===== config.mk =====
export PLATFORM = sky130hd
export DESIGN_NAME = cap_sense_event_rate_detector
export DESIGN_NICKNAME = d
export VERILOG_FILES = /design/src/design/csed_pkg.sv /design/src/design/csed_filter.sv /design/src/design/csed_rate.sv /design/src/design/cap_sense_event_rate_detector.sv
export SDC_FILE = /design/constraint.sdc
export NUM_CORES = 1
export LEC_CHECK = 0
export ABC_AREA = 1
export BUFFER_PORTS_ARGS = -buffer_cell sky130_fd_sc_hd__clkbuf_2
export CORE_AREA = 5 5 342 210
export CTS_CLUSTER_SIZE = 25
export DETAILED_ROUTE_END_ITERATION = 7
export DIE_AREA = 0 0 347 215
export PLACE_DENSITY = 0.57
export SYNTH_ARGS = -nofsm -noshare
export SYNTH_HDL_FRONTEND = slang
export SYNTH_SLANG_ARGS = --single-unit

===== constraint.sdc =====
create_clock -name clock -period 21.1 [get_ports clock]
set_input_delay 1.055 -clock clock [delete_from_list [all_inputs] [get_ports clock]]
set_output_delay 1.055 -clock clock [all_outputs]
set_load 0.01 [all_outputs]

===== src/design/csed_pkg.sv =====
`timescale 1ns / 1ps
// ----------------------------------------------------------------------------
// Capacitive sense event detector package
// Shared constants, widths and types for the capacitive sense baseline event
// detector with event-rate averaging.
// ----------------------------------------------------------------------------
package csed_pkg;

   // Structure of the filters and of the event window.
   localparam int WINDOW_SECONDS = 12;
   localparam int AVERAGE_SHIFT  = 7;
   localparam int BASELINE_SHIFT = 8;
   localparam int RATE_SHIFT     = 2;

   // Field and accumulator widths.
   localparam int LEVEL_W     = 16;
   localparam int AVG_W       = LEVEL_W + AVERAGE_SHIFT;
   localparam int BASE_W      = LEVEL_W + BASELINE_SHIFT;
   localparam int DIFF_W      = LEVEL_W + 2;
   localparam int CFG_W       = 16;
   localparam int CFG_INDEX_W = 2;
   localparam int TICK_W      = 16;
   localparam int EVENTS_W    = 8;
   localparam int EVENTS_MAX  = (1 << EVENTS_W) - 1;
   localparam int TOTAL_W     = $clog2(WINDOW_SECONDS * EVENTS_MAX + 1);
   localparam int HEAD_W      = (WINDOW_SECONDS > 1) ? $clog2(WINDOW_SECONDS) : 1;
   localparam int RATE_W      = 16;

   // Reported rate is rate_acc * 100 / (WINDOW_SECONDS << RATE_SHIFT), done as
   // a multiply by a rounded-up reciprocal. The fraction width keeps the
   // reciprocal error below one step of the divisor for any 16-bit input.
   localparam longint RATE_PERCENT = 100;
   localparam longint RATE_DIV     = longint'(WINDOW_SECONDS) << RATE_SHIFT;
   localparam int     RATE_FRAC_W  = RATE_W + 1 + $clog2(RATE_DIV);
   localparam longint RATE_MUL     =
      ((RATE_PERCENT << RATE_FRAC_W) + RATE_DIV - 1) / RATE_DIV;
   localparam int     RATE_MUL_W   = $clog2(RATE_MUL + 1);
   localparam int     RATE_PROD_W  =
      ((RATE_W + RATE_MUL_W) > (RATE_FRAC_W + RATE_W + 1)) ?
      (RATE_W + RATE_MUL_W) : (RATE_FRAC_W + RATE_W + 1);

   // Configuration register set.
   typedef struct packed {
      logic [CFG_W-1:0] detect_threshold;
      logic [CFG_W-1:0] release_threshold;
      logic [CFG_W-1:0] debounce_ticks;
      logic [CFG_W-1:0] ticks_per_second;
   } cfg_type;

   // Filter and detector state as seen by the output stage.
   typedef struct packed {
      logic               detected;
      logic [LEVEL_W-1:0] level;
      logic [LEVEL_W-1:0] baseline;
   } filter_status_type;

   // Event-rate state as seen by the output stage.
   typedef struct packed {
      logic              second_done;
      logic [RATE_W-1:0] rate_acc;
   } rate_status_type;

endpackage


===== src/design/csed_filter.sv =====
`timescale 1ns / 1ps
// ----------------------------------------------------------------------------
// Capture filter and event detector
// Leaky average of the capture count, slower baseline of that average, and a
// hysteresis detector with a saturating debounce counter on their difference.
// ----------------------------------------------------------------------------
module csed_filter (
   input  logic                                  clock,
   input  logic                                  reset,
   input  logic                                  step,
   input  logic [csed_pkg::LEVEL_W-1:0]          capture_count,
   input  csed_pkg::cfg_type                     cfg,
   output logic                                  event_start,
   output csed_pkg::filter_status_type           status
);
   import csed_pkg::*;

   logic [AVG_W-1:0]   average_acc_ff, average_acc_in;
   logic [BASE_W-1:0]  baseline_acc_ff, baseline_acc_in;
   logic               detected_ff, detected_in;
   logic [CFG_W-1:0]   debounce_ff, debounce_in;
   logic [CFG_W-1:0]   debounce_inc;
   logic [LEVEL_W-1:0] level;
   logic [LEVEL_W-1:0] baseline;
   logic signed [DIFF_W-1:0] diff;
   logic               detect_hit;
   logic               release_hit;

   // Leaky average and baseline, both wrapping at their accumulator width.
   always_comb begin
      average_acc_in  = average_acc_ff - (average_acc_ff >> AVERAGE_SHIFT)
                        + AVG_W'(capture_count);
      level           = average_acc_in[AVG_W-1:AVERAGE_SHIFT];
      baseline_acc_in = baseline_acc_ff - (baseline_acc_ff >> BASELINE_SHIFT)
                        + BASE_W'(level);
      baseline        = baseline_acc_in[BASE_W-1:BASELINE_SHIFT];
      diff            = $signed({2'b00, level}) - $signed({2'b00, baseline});
   end

   // Hysteresis comparisons against the zero-extended thresholds.
   assign detect_hit  = diff > $signed({2'b00, cfg.detect_threshold});
   assign release_hit = diff < $signed({2'b00, cfg.release_threshold});
   assign debounce_inc = (debounce_ff == '1) ? debounce_ff : debounce_ff + 1'b1;

   // Detector state: set on a rise above the detect threshold, clear only
   // after the debounce period once the difference falls below release.
   always_comb begin
      detected_in = detected_ff;
      debounce_in = debounce_ff;
      event_start = 1'b0;
      if (!detected_ff) begin
         if (detect_hit) begin
            detected_in = 1'b1;
            debounce_in = '0;
            event_start = step;
         end
      end else begin
         debounce_in = debounce_inc;
         if ((debounce_inc >= cfg.debounce_ticks) && release_hit) begin
            detected_in = 1'b0;
         end
      end
   end

   always_ff @(posedge clock) begin
      if (reset) begin
         average_acc_ff  <= '0;
         baseline_acc_ff <= '0;
         detected_ff     <= 1'b0;
         debounce_ff     <= '0;
      end else if (step) begin
         average_acc_ff  <= average_acc_in;
         baseline_acc_ff <= baseline_acc_in;
         detected_ff     <= detected_in;
         debounce_ff     <= debounce_in;
      end
   end

   // The stored state is the result of the last word.
   assign status.detected = detected_ff;
   assign status.level    = average_acc_ff[AVG_W-1:AVERAGE_SHIFT];
   assign status.baseline = baseline_acc_ff[BASE_W-1:BASELINE_SHIFT];

endmodule


===== src/design/csed_rate.sv =====
`timescale 1ns / 1ps
// ----------------------------------------------------------------------------
// Event-rate accumulator
// Counts detector events per second, keeps a ring of per-second counts with a
// running window total, and updates a rounded leaky rate average each second.
// ----------------------------------------------------------------------------
module csed_rate (
   input  logic                              clock,
   input  logic                              reset,
   input  logic                              step,
   input  logic                              event_start,
   input  logic [csed_pkg::CFG_W-1:0]        ticks_per_second,
   output csed_pkg::rate_status_type         status
);
   import csed_pkg::*;

   localparam int NEXT_W   = RATE_W + 2;
   localparam int ROUND_HALF = 1 << (RATE_SHIFT - 1);

   logic [EVENTS_W-1:0] second_events_ff, second_events_in;
   logic [EVENTS_W-1:0] events_ring_ff [WINDOW_SECONDS];
   logic [HEAD_W-1:0]   ring_head_ff, ring_head_in;
   logic [TOTAL_W-1:0]  window_total_ff, window_total_in;
   logic [RATE_W-1:0]   rate_acc_ff, rate_acc_in;
   logic [TICK_W-1:0]   tick_divider_ff, tick_divider_in;
   logic                second_done_ff;
   logic [EVENTS_W-1:0] events_now;
   logic [TICK_W:0]     tick_inc;
   logic                close_second;
   logic [NEXT_W-1:0]   round_part;
   logic [NEXT_W-1:0]   rate_sum;
   logic [NEXT_W-1:0]   rate_dec;
   logic [NEXT_W-1:0]   rate_next;

   // Events of the current second, counting the one that starts now.
   assign events_now = (event_start && (second_events_ff != EVENTS_W'(EVENTS_MAX))) ?
                       second_events_ff + 1'b1 : second_events_ff;

   // Tick divider closes a second once the count reaches ticks per second.
   assign tick_inc     = {1'b0, tick_divider_ff} + 1'b1;
   assign close_second = tick_inc >= {1'b0, ticks_per_second};
   assign tick_divider_in = close_second ? '0 : tick_inc[TICK_W-1:0];

   // Ring slot replacement and running window total.
   always_comb begin
      second_events_in = events_now;
      window_total_in  = window_total_ff;
      ring_head_in     = ring_head_ff;
      if (close_second) begin
         second_events_in = '0;
         window_total_in  = window_total_ff - TOTAL_W'(events_ring_ff[ring_head_ff])
                            + TOTAL_W'(events_now);
         ring_head_in     = (ring_head_ff == HEAD_W'(WINDOW_SECONDS - 1)) ?
                            '0 : ring_head_ff + 1'b1;
      end
   end

   // Rounded leaky rate average; an empty window decays one extra count.
   always_comb begin
      round_part = (NEXT_W'(rate_acc_ff) + NEXT_W'(ROUND_HALF)) >> RATE_SHIFT;
      rate_sum   = NEXT_W'(rate_acc_ff) + NEXT_W'(window_total_in);
      rate_dec   = round_part + NEXT_W'(rate_acc_ff != '0);
      if (window_total_in != '0) begin
         rate_next = (rate_sum > round_part) ? rate_sum - round_part : '0;
      end else begin
         rate_next = (NEXT_W'(rate_acc_ff) > rate_dec) ?
                     NEXT_W'(rate_acc_ff) - rate_dec : '0;
      end
      if (close_second) begin
         rate_acc_in = (rate_next > NEXT_W'({RATE_W{1'b1}})) ?
                       '1 : rate_next[RATE_W-1:0];
      end else begin
         rate_acc_in = rate_acc_ff;
      end
   end

   always_ff @(posedge clock) begin
      if (reset) begin
         second_events_ff <= '0;
         ring_head_ff     <= '0;
         window_total_ff  <= '0;
         rate_acc_ff      <= '0;
         tick_divider_ff  <= '0;
         second_done_ff   <= 1'b0;
         for (int i = 0; i < WINDOW_SECONDS; i++) begin
            events_ring_ff[i] <= '0;
         end
      end else if (step) begin
         second_events_ff <= second_events_in;
         ring_head_ff     <= ring_head_in;
         window_total_ff  <= window_total_in;
         rate_acc_ff      <= rate_acc_in;
         tick_divider_ff  <= tick_divider_in;
         second_done_ff   <= close_second;
         if (close_second) begin
            events_ring_ff[ring_head_ff] <= events_now;
         end
      end
   end

   assign status.second_done = second_done_ff;
   assign status.rate_acc    = rate_acc_ff;

endmodule


===== src/design/cap_sense_event_rate_detector.sv =====
`timescale 1ns / 1ps
// Path: a result word passes the input register, the state update and the output
// register with rate scaling after its input word is accepted.
// Throughput: one word per cycle; the input side keeps accepting while a
// result waits, until the input and state stages are both occupied.
// Reset: synchronous, active high; clears all filter, detector and rate state
// and loads the default configuration.
// ----------------------------------------------------------------------------
// Capacitive sense event rate detector
// Top level: valid/stall pipeline, configuration registers, filter and rate
// units, and the scaling of the rate average into hundredths of hertz.
// ----------------------------------------------------------------------------
module cap_sense_event_rate_detector (
   input  logic                               clock,
   input  logic                               reset,
   input  logic                               req_valid,
   output logic                               req_stall,
   input  logic [csed_pkg::LEVEL_W-1:0]       req_capture_count,
   output logic                               rsp_valid,
   input  logic                               rsp_stall,
   output logic                               rsp_event_active,
   output logic [csed_pkg::LEVEL_W-1:0]       rsp_raw_level,
   output logic [csed_pkg::LEVEL_W-1:0]       rsp_baseline_level,
   output logic [csed_pkg::RATE_W-1:0]        rsp_event_rate,
   output logic                               rsp_second_done,
   input  logic                               csr_write_enable,
   input  logic [csed_pkg::CFG_INDEX_W-1:0]   csr_index,
   input  logic [csed_pkg::CFG_W-1:0]         csr_write_data
);
   import csed_pkg::*;

   typedef enum logic [CFG_INDEX_W-1:0] {
      CSR_DETECT_THRESHOLD  = 2'd0,
      CSR_RELEASE_THRESHOLD = 2'd1,
      CSR_DEBOUNCE_TICKS    = 2'd2,
      CSR_TICKS_PER_SECOND  = 2'd3
   } csr_index_type;

   localparam int QUOT_W = RATE_PROD_W - RATE_FRAC_W;

   cfg_type             cfg_ff;
   logic                in_valid_ff;
   logic [LEVEL_W-1:0]  capture_ff;
   logic                state_valid_ff;
   logic                rsp_valid_ff;
   logic                rsp_event_active_ff;
   logic [LEVEL_W-1:0]  rsp_raw_level_ff;
   logic [LEVEL_W-1:0]  rsp_baseline_level_ff;
   logic [RATE_W-1:0]   rsp_event_rate_ff, rsp_event_rate_in;
   logic                rsp_second_done_ff;
   logic                out_advance;
   logic                state_advance;
   logic                in_advance;
   logic                step;
   logic                event_start;
   filter_status_type   filter_status;
   rate_status_type     rate_status;
   logic [RATE_PROD_W-1:0] rate_prod;
   logic [QUOT_W-1:0]   rate_quot;

   // Each stage moves on when it is empty or its successor moves on.
   assign out_advance   = !rsp_valid_ff || !rsp_stall;
   assign state_advance = !state_valid_ff || out_advance;
   assign in_advance    = !in_valid_ff || state_advance;
   assign step          = in_valid_ff && state_advance;
   assign req_stall     = !in_advance;

   // Configuration registers.
   always_ff @(posedge clock) begin
      if (reset) begin
         cfg_ff.detect_threshold  <= CFG_W'(16);
         cfg_ff.release_threshold <= CFG_W'(4);
         cfg_ff.debounce_ticks    <= CFG_W'(250);
         cfg_ff.ticks_per_second  <= CFG_W'(500);
      end else if (csr_write_enable) begin
         unique case (csr_index_type'(csr_index))
            CSR_DETECT_THRESHOLD:  cfg_ff.detect_threshold  <= csr_write_data;
            CSR_RELEASE_THRESHOLD: cfg_ff.release_threshold <= csr_write_data;
            CSR_DEBOUNCE_TICKS:    cfg_ff.debounce_ticks    <= csr_write_data;
            CSR_TICKS_PER_SECOND:  cfg_ff.ticks_per_second  <= csr_write_data;
         endcase
      end
   end

   // Input register.
   always_ff @(posedge clock) begin
      if (reset) begin
         in_valid_ff <= 1'b0;
      end else if (in_advance) begin
         in_valid_ff <= req_valid;
      end
   end

   always_ff @(posedge clock) begin
      if (req_valid && in_advance) begin
         capture_ff <= req_capture_count;
      end
   end

   // State stage: the filter and rate units hold the updated state.
   csed_filter u_filter (
      .clock         (clock),
      .reset         (reset),
      .step          (step),
      .capture_count (capture_ff),
      .cfg           (cfg_ff),
      .event_start   (event_start),
      .status        (filter_status)
   );

   csed_rate u_rate (
      .clock            (clock),
      .reset            (reset),
      .step             (step),
      .event_start      (event_start),
      .ticks_per_second (cfg_ff.ticks_per_second),
      .status           (rate_status)
   );

   always_ff @(posedge clock) begin
      if (reset) begin
         state_valid_ff <= 1'b0;
      end else if (state_advance) begin
         state_valid_ff <= in_valid_ff;
      end
   end

   // Rate in hundredths of hertz by reciprocal multiply, saturated.
   always_comb begin
      rate_prod = RATE_PROD_W'(rate_status.rate_acc) * RATE_PROD_W'(RATE_MUL);
      rate_quot = rate_prod[RATE_PROD_W-1:RATE_FRAC_W];
      rate_event_scale : begin
         rsp_event_rate_in = (|rate_quot[QUOT_W-1:RATE_W]) ?
                             '1 : rate_quot[RATE_W-1:0];
      end
   end

   // Output register.
   always_ff @(posedge clock) begin
      if (reset) begin
         rsp_valid_ff <= 1'b0;
      end else if (out_advance) begin
         rsp_valid_ff <= state_valid_ff;
      end
   end

   always_ff @(posedge clock) begin
      if (state_valid_ff && out_advance) begin
         rsp_event_active_ff   <= filter_status.detected;
         rsp_raw_level_ff      <= filter_status.level;
         rsp_baseline_level_ff <= filter_status.baseline;
         rsp_event_rate_ff     <= rsp_event_rate_in;
         rsp_second_done_ff    <= rate_status.second_done;
      end
   end

   assign rsp_valid          = rsp_valid_ff;
   assign rsp_event_active   = rsp_event_active_ff;
   assign rsp_raw_level      = rsp_raw_level_ff;
   assign rsp_baseline_level = rsp_baseline_level_ff;
   assign rsp_event_rate     = rsp_event_rate_ff;
   assign rsp_second_done    = rsp_second_done_ff;

endmodule


======== After elaboration in Yosys (flattened, before gate mapping) ========
Memories as Yosys holds them, arrays and structs flattened. A register that Yosys moved wholly into a read port is not among the register bits.
Index checks and enable logic that the tools add are counted.
storage, ports and cells
  output and inout bits ................... 52
  memory bits (writable) .................. 96
  logic and storage cells ................. 107
  bits of input ports ..................... 39
  bits in registers ....................... 254
  memories kept ........................... 1
memories
  memory                 depth  width  rd ports  clocked after Yosys merged registers in  write ports  RTL line         text
  u_rate.events_ring_ff  12     8      1         1                                        12           csed_rate.sv:21  logic [EVENTS_W-1:0] events_ring_ff [WINDOW_SECONDS];
operators by class
  equal/unequal tests ..................... 6
  muxes and demuxes ....................... 28
  $add $sub $neg .......................... 16
  $mul .................................... 1
  order comparisons ....................... 7
  reduce and logical (&&, ||, !) cells .... 25
operators by type and width
  operator                                                                           count
  16-bit 2-to-1 mux                                                                  5
  18-bit 2-to-1 mux                                                                  3
  16-bit by 25-bit multiplier with 41-bit output, second input constant              1
  24-bit by 16-bit adder with 24-bit output                                          1
  8-bit 2-to-1 mux                                                                   3
  24-bit by 16-bit subtractor with 24-bit output                                     1
  23-bit by 16-bit adder with 23-bit output                                          1
  23-bit by 16-bit subtractor with 23-bit output                                     1
  16-bit by 18-bit greater-than comparator with 1-bit output                         1
  18-bit by 16-bit greater-than comparator with 1-bit output                         1
  18-bit by 16-bit greater-than comparator with 1-bit output, second input constant  1
  18-bit by 17-bit greater-than comparator with 1-bit output                         1
  18-bit by 17-bit < comparator with 1-bit output                                    1
  16-bit by 18-bit subtractor with 18-bit output                                     1
  18-bit by 16-bit subtractor with 18-bit output                                     1
  16-bit by 1-bit adder with 17-bit output                                           1
  16-bit by 1-bit adder with 17-bit output, second input constant                    1
  16-bit by 12-bit adder with 17-bit output                                          1
  16-bit by 2-bit adder with 17-bit output, second input constant                    1
  17-bit by 16-bit >= comparator with 1-bit output                                   1
  16-bit by 16-bit subtractor with 17-bit output                                     1
  16-bit by 1-bit adder with 16-bit output, second input constant                    1
  16-bit == test, second input constant                                              1
  16-bit >= comparator                                                               1
  21 further kinds                                                                   51

======== Depth between registers and ports, before layout ========
  depth after elaboration ................. 17
  gate-level depth with buffers ........... 89
  mapped depth without buffers ............ 87

======== Modules after synthesis ========
From an unflattened synthesis, not the netlist that was laid out.
second synthesis, totals
  cell total of the unflattened synthesis .. 4300
  area, all modules ....................... 32608.8 um^2
by module, submodules not included
  module                         area each (um^2)  times used  cells an instance  sequential area each (um^2)
  csed_rate                      13147.6           1           1678               5064.9
  cap_sense_event_rate_detector  10400.0           1           1232               3323.2
  csed_filter                    9061.2            1           1390               1281.2

======== Least setup slack after synthesis ========
Ideal clock, no wire load.
  path type ............................... reg-to-reg
  from .................................... register u_filter.average_acc_ff[8]
  to ...................................... register u_rate.rate_acc_ff[8]
  data arrival time ....................... 11889 ps
  path buffers ............................ 2
  cell stages (with the launch flop) ...... 87
  clock period less this slack ............ 11951 ps
  slack ................................... 9149 ps
  setup time .............................. 62 ps
  data required time ...................... 21038 ps
  path through ............................ dfxtp_1 -> inv_1 -> fa_1 -> inv_1 -> ha_1 -> nand2_1 -> nor2_1 -> inv_1 -> nor2_1 -> a21oi_1 -> o21bai_1 -> xor2_1 -> inv_1 -> fa_1 -> inv_1 -> ha_1 -> nand2_1 -> inv_1 -> [... 51 more ...] -> ha_1 -> nand2_1 -> o21ai_0 -> a21oi_1 -> o21ai_0 -> nand2_1 -> nand2_1 -> nand2_1 -> nand2_1 -> nand2_1 -> nand2_1 -> clkbuf_1 -> nand2_1 -> nand2_1 -> nand2_1 -> nand2_1 -> nor2_2 -> nor2_2
between the ends
  cells in the longest elaborated chain, start to end .. 17
  elaborated cells on any way between the ends .. 19
  classes of those cells .................. add/sub: 7; order compare: 3; mux: 7; reduce/logical: 2
ends and longest elaborated chain
  element                                                                                                                              RTL line           text
  start, declared                                                                                                                      csed_filter.sv:18  logic [AVG_W-1:0] average_acc_ff, average_acc_in;
  start signal, assigned                                                                                                               csed_filter.sv:72  average_acc_ff <= average_acc_in;
  23-bit by 16-bit subtractor with 23-bit output (*)                                                                                   csed_filter.sv:31  average_acc_in = average_acc_ff - (average_acc_ff >> AVERAGE_SHIFT)
  23-bit by 16-bit adder with 23-bit output (*)                                                                                        csed_filter.sv:32  + AVG_W'(capture_count);
  named net u_filter.average_acc_in[11]                                                                                                csed_filter.sv:18
  24-bit by 16-bit adder with 24-bit output                                                                                            csed_filter.sv:35  + BASE_W'(level);
  16-bit by 16-bit subtractor with 17-bit output (*)                                                                                   csed_filter.sv:37  diff = $signed({2'b00, level}) - $signed({2'b00, baseline});
  18-bit by 17-bit greater-than comparator with 1-bit output (*)                                                                       csed_filter.sv:41  assign detect_hit = diff > $signed({2'b00, cfg.detect_threshold});
  1-bit 2-to-1 mux (*)                                                                                                                 csed_filter.sv:52  if (detect_hit) begin
  1-bit 2-to-1 mux (*)                                                                                                                 csed_filter.sv:51  if (!detected_ff) begin
  [... 2 more ...]                                                                                                                     -
  named net u_rate.events_now[1]                                                                                                       csed_rate.sv:27    logic [EVENTS_W-1:0] events_now;
  [... 1 more ...]                                                                                                                     -
  12-bit 2-to-1 mux (*)                                                                                                                csed_rate.sv:49    if (close_second) begin
  named net u_rate.window_total_in[5]                                                                                                  csed_rate.sv:23    logic [TOTAL_W-1:0] window_total_ff, window_total_in;
  16-bit by 12-bit adder with 17-bit output                                                                                            csed_rate.sv:61    rate_sum = NEXT_W'(rate_acc_ff) + NEXT_W'(window_total_in);
  18-bit by 16-bit subtractor with 18-bit output / 18-bit by 16-bit greater-than comparator with 1-bit output (equally long branches)  csed_rate.sv:64    rate_next = (rate_sum > round_part) ? rate_sum - round_part : '0;
  18-bit 2-to-1 mux                                                                                                                    csed_rate.sv:64
  18-bit 2-to-1 mux (*)                                                                                                                csed_rate.sv:63    if (window_total_in != '0) begin
  18-bit by 16-bit greater-than comparator with 1-bit output                                                                           csed_rate.sv:70    rate_acc_in = (rate_next > NEXT_W'({RATE_W{1'b1}})) ?
  16-bit 2-to-1 mux (*)                                                                                                                csed_rate.sv:70
  end signal, assigned                                                                                                                 csed_rate.sv:92    rate_acc_ff <= rate_acc_in;
  end, declared                                                                                                                        csed_rate.sv:24    logic [RATE_W-1:0] rate_acc_ff, rate_acc_in;
Mark *: on every way through the listed nets, which the timed path passes. The rest lies on a longest branch.
A chain may end at the register's enable or synchronous reset.

======== Worst setup path after layout ========
  from .................................... register u_filter.average_acc_ff[8]
  to ...................................... register u_rate.rate_acc_ff[7]
Same word-level chain as after synthesis.

==> results.ini <==
[run_status]
run_status = completed

[synthesis]
synthAdderAreaFrac = 0.220
yosys.area.top_type = edfxtp_1
yosysTopAreaCellShare = 0.192
ys.warnings.count = 0
synth_compound_area_frac = 0.126
synth-seq-area-share = 0.319
synth_xor_area_frac = 0.0462
synthCells = 3808
synth-seq-cells = 386
synth_edf_count = 194
synth_top_family_by_area = adder cells
async_reset_ff_frac = 0
syn_area_per_cell_sq_um = 7.96
ys_top_cells_by_area = edfxtp_1 19%, ha_1 13%, dfxtp_1 13%
synth-simple-area-share = 0.177
synthDistinctLibCells = 53
synth.mux.area_fraction = 0.0106
synth_fp_nets = 4302
synthFlopType = edfxtp_1
netlist_area_sq_um = 30300

[routing]
antenna_left = 0
drtIter0Drc = 2255
drt_pre_antenna_iters = 5
vias = 24800
totalWireLength_um = 80900
route.detailed.drc = 0
wl_per_cell_um = 16.8
via_per_inst = 5.13

[grt]
antenna_found_initial = 0
grt_pass1_vias = 22500
grt_start_max_net_pins = 93
grt_overflow = 0
grt_pass1_wl_um = 128000
grt.total_usage = 0.212

[layout]
final_common_cell = nand2_1
num_antenna_cells = 0
stdcell_area_sq_um = 33100
drive_gt1_frac = 0.0625
final_nets = 4364
mostFrequentLayoutCells = 706 x nand2_1, 705 x inv_1, 343 x a21oi_1
areaGrowthSynthToFinish_pct = 9.36
fillers = 6776

[cts]
worstSkewPairLatency_ns = 0.60
cts_made_buffers = 41
tritoncts = done
hold_buffers = 0
cts_root_buf = clkbuf_16
htree_levels = 2
clk_pin_slew_ns = 0.07
post-cts-setup-buffers = 0
cts_sinks = 386
ctsResizeCount = 0
clk_path_buf_depth = 3

[worst_setup_path]
max_stage_delay_ns = 0.56
crit_path_frequent_cell = nand2_1
critPathCaptureType = flop
crit_arrival_ns = 16.04
startpoint_type = flop
worstPathRequired_ns = 21.63
crit_slowest_cell = a211oi_1
cp_num_buf_inv = 11
path_class = flop to flop
critPathTopFamily = simple AND/OR/NAND/NOR gates
worstPathMaxFanout = 16

[worst_hold_path]
hold_path_class = flop to flop

[die]
start_util = 0.441
die_h_um = 215
io_pins = 91
dieArea_sq_um = 74600
coreArea_sq_um = 68700
chipWidth_um = 347
rows = 75

[power]
irDropWorstVdd_uv = 189
pwr_density_cell_nw_per_um2 = 142
p_total_uw = 4690
power.leakage_uw = 0.0161

[sta]
rsz0062_at_grt = false
fin_crit_sh = 0.735
slew_violations = 0
setup_viol = 0
period_minus_slack_ns = 15.51
relSlewSlack = 0.268
hold_violations = 0
max_freq_mhz = 64.5
finClkSkew_ns = 0.0385
tightest_slew_ns = 1.09
finalSetupTns_ns = 0

[run]
maxCapViolations = 0

[placement]
place_congestion = 0.944
port_buffers = 90
placed_area_sq_um = 31700
hpwl_um = 62800

## worst register-to-register path, delay by kind of cell, from the launching register on
family | cells | cell delay [ns]
AOI/OAI and AO/OA | 18 | 4.03
buffers and inverters | 11 | 0.99
DFF | 1 | 0.38
adders and majority gates | 10 | 3.79
and+or+nand+nor | 40 | 4.96
xor gates and xnor gates | 5 | 1.34
## path summary, 6_finish.rpt
check,start,to,slack [ns],cells past startpoint
min reg2reg,u_rate.second_done_ff,rsp_second_done,0.44,0
max,u_filter.average_acc_ff[8],u_rate.rate_acc_ff[7],5.59,84
max reg2reg,u_filter.average_acc_ff[8],u_rate.rate_acc_ff[7],5.59,84
min,u_rate.second_done_ff,rsp_second_done,0.44,0
## report_power, final
group	switching (uW)	internal, uW
Combinational	1940	1090
Clock	340	438
Sequential	30.9	849
## per-layer routing
layer	vias up	wire, um	GRT usage
met4	0	1000	0.0323
li1	12600	-	-
met3	68	5840	0.0353
met2	674	29400	0.272
met5	-	0	0
met1	11500	44600	0.365
## synthesized netlist by cell type (2+ instances only)
cell / count
clkbuf_1: 83
fa_1: 131
o21ai_0: 219
a21boi_0: 4
or2_2: 9
nand4_1: 69
o221a_2: 2
o21a_1: 5
nor2_4: 3
edfxtp_1: 194
clkinv_1: 2
buf_2: 12
o21bai_1: 13
o221ai_1: 3
nand2_2: 4
a21o_1: 7
nor3_1: 31
nor4_1: 13
dfxtp_1: 192
nand3b_1: 8
o2111ai_1: 2
inv_2: 3
inv_1: 706
mux2i_1: 32
nand3_1: 112
a21oi_1: 344
nand2_1: 707
a31oi_1: 21
xor2_1: 118
o21ai_2: 4
a211oi_1: 5
nor2_1: 284
nor3b_1: 2
o211ai_1: 59
ha_1: 324
nor2_2: 22
xnor2_1: 42
nand3_4: 2
## area by class of cell
class / count / area, sq um / area share
timing repair buffer: 116 / 648 / 0.0196
tap: 924 / 1160 / 0.0349
inverter: 711 / 2670 / 0.0806
clock buffer: 52 / 1140 / 0.0343
sequential: 386 / 9670 / 0.292
multi-input combinational: 2614 / 17600 / 0.531
clock inverter: 23 / 268 / 0.00808
## registers in the layout, summed over array words and instances, names as in the netlist, 4 cells and up, named ones only
register / flops
u_rate.rate_acc_ff: 16
rsp_event_rate: 16
u_rate.second_events_ff: 8
u_rate.tick_divider_ff: 16
capture_ff: 16
cfg_ff: 64
u_filter.average_acc_ff: 23
u_filter.baseline_acc_ff: 24
u_rate.window_total_ff: 12
rsp_baseline_level: 16
rsp_raw_level: 16
u_rate.ring_head_ff: 4
u_filter.debounce_ff: 16
u_rate.events_ring_ff: 128
## cell families after synthesis
kind of cell,after synthesis
simple gates,1271
buf+inv,808
compound gates,695
fa+ha+maj,455
flops,386
xor+xnor,160
mux,32
other cells,1
## stage by stage
stage                     std cells  hold WS [ns]   util  setup WS [ns]
final                          4826         0.444  0.483           5.59
after global routing           4826         0.456  0.483           3.94
after CTS                      4826         0.452  0.483           5.74
after detailed placement       4751         0.433  0.462           5.82
after global placement         4751         0.436  0.462           5.99
after floorplan                3808         0.408      -           9.15
Note: power is estimated with default switching activity, not from simulation.
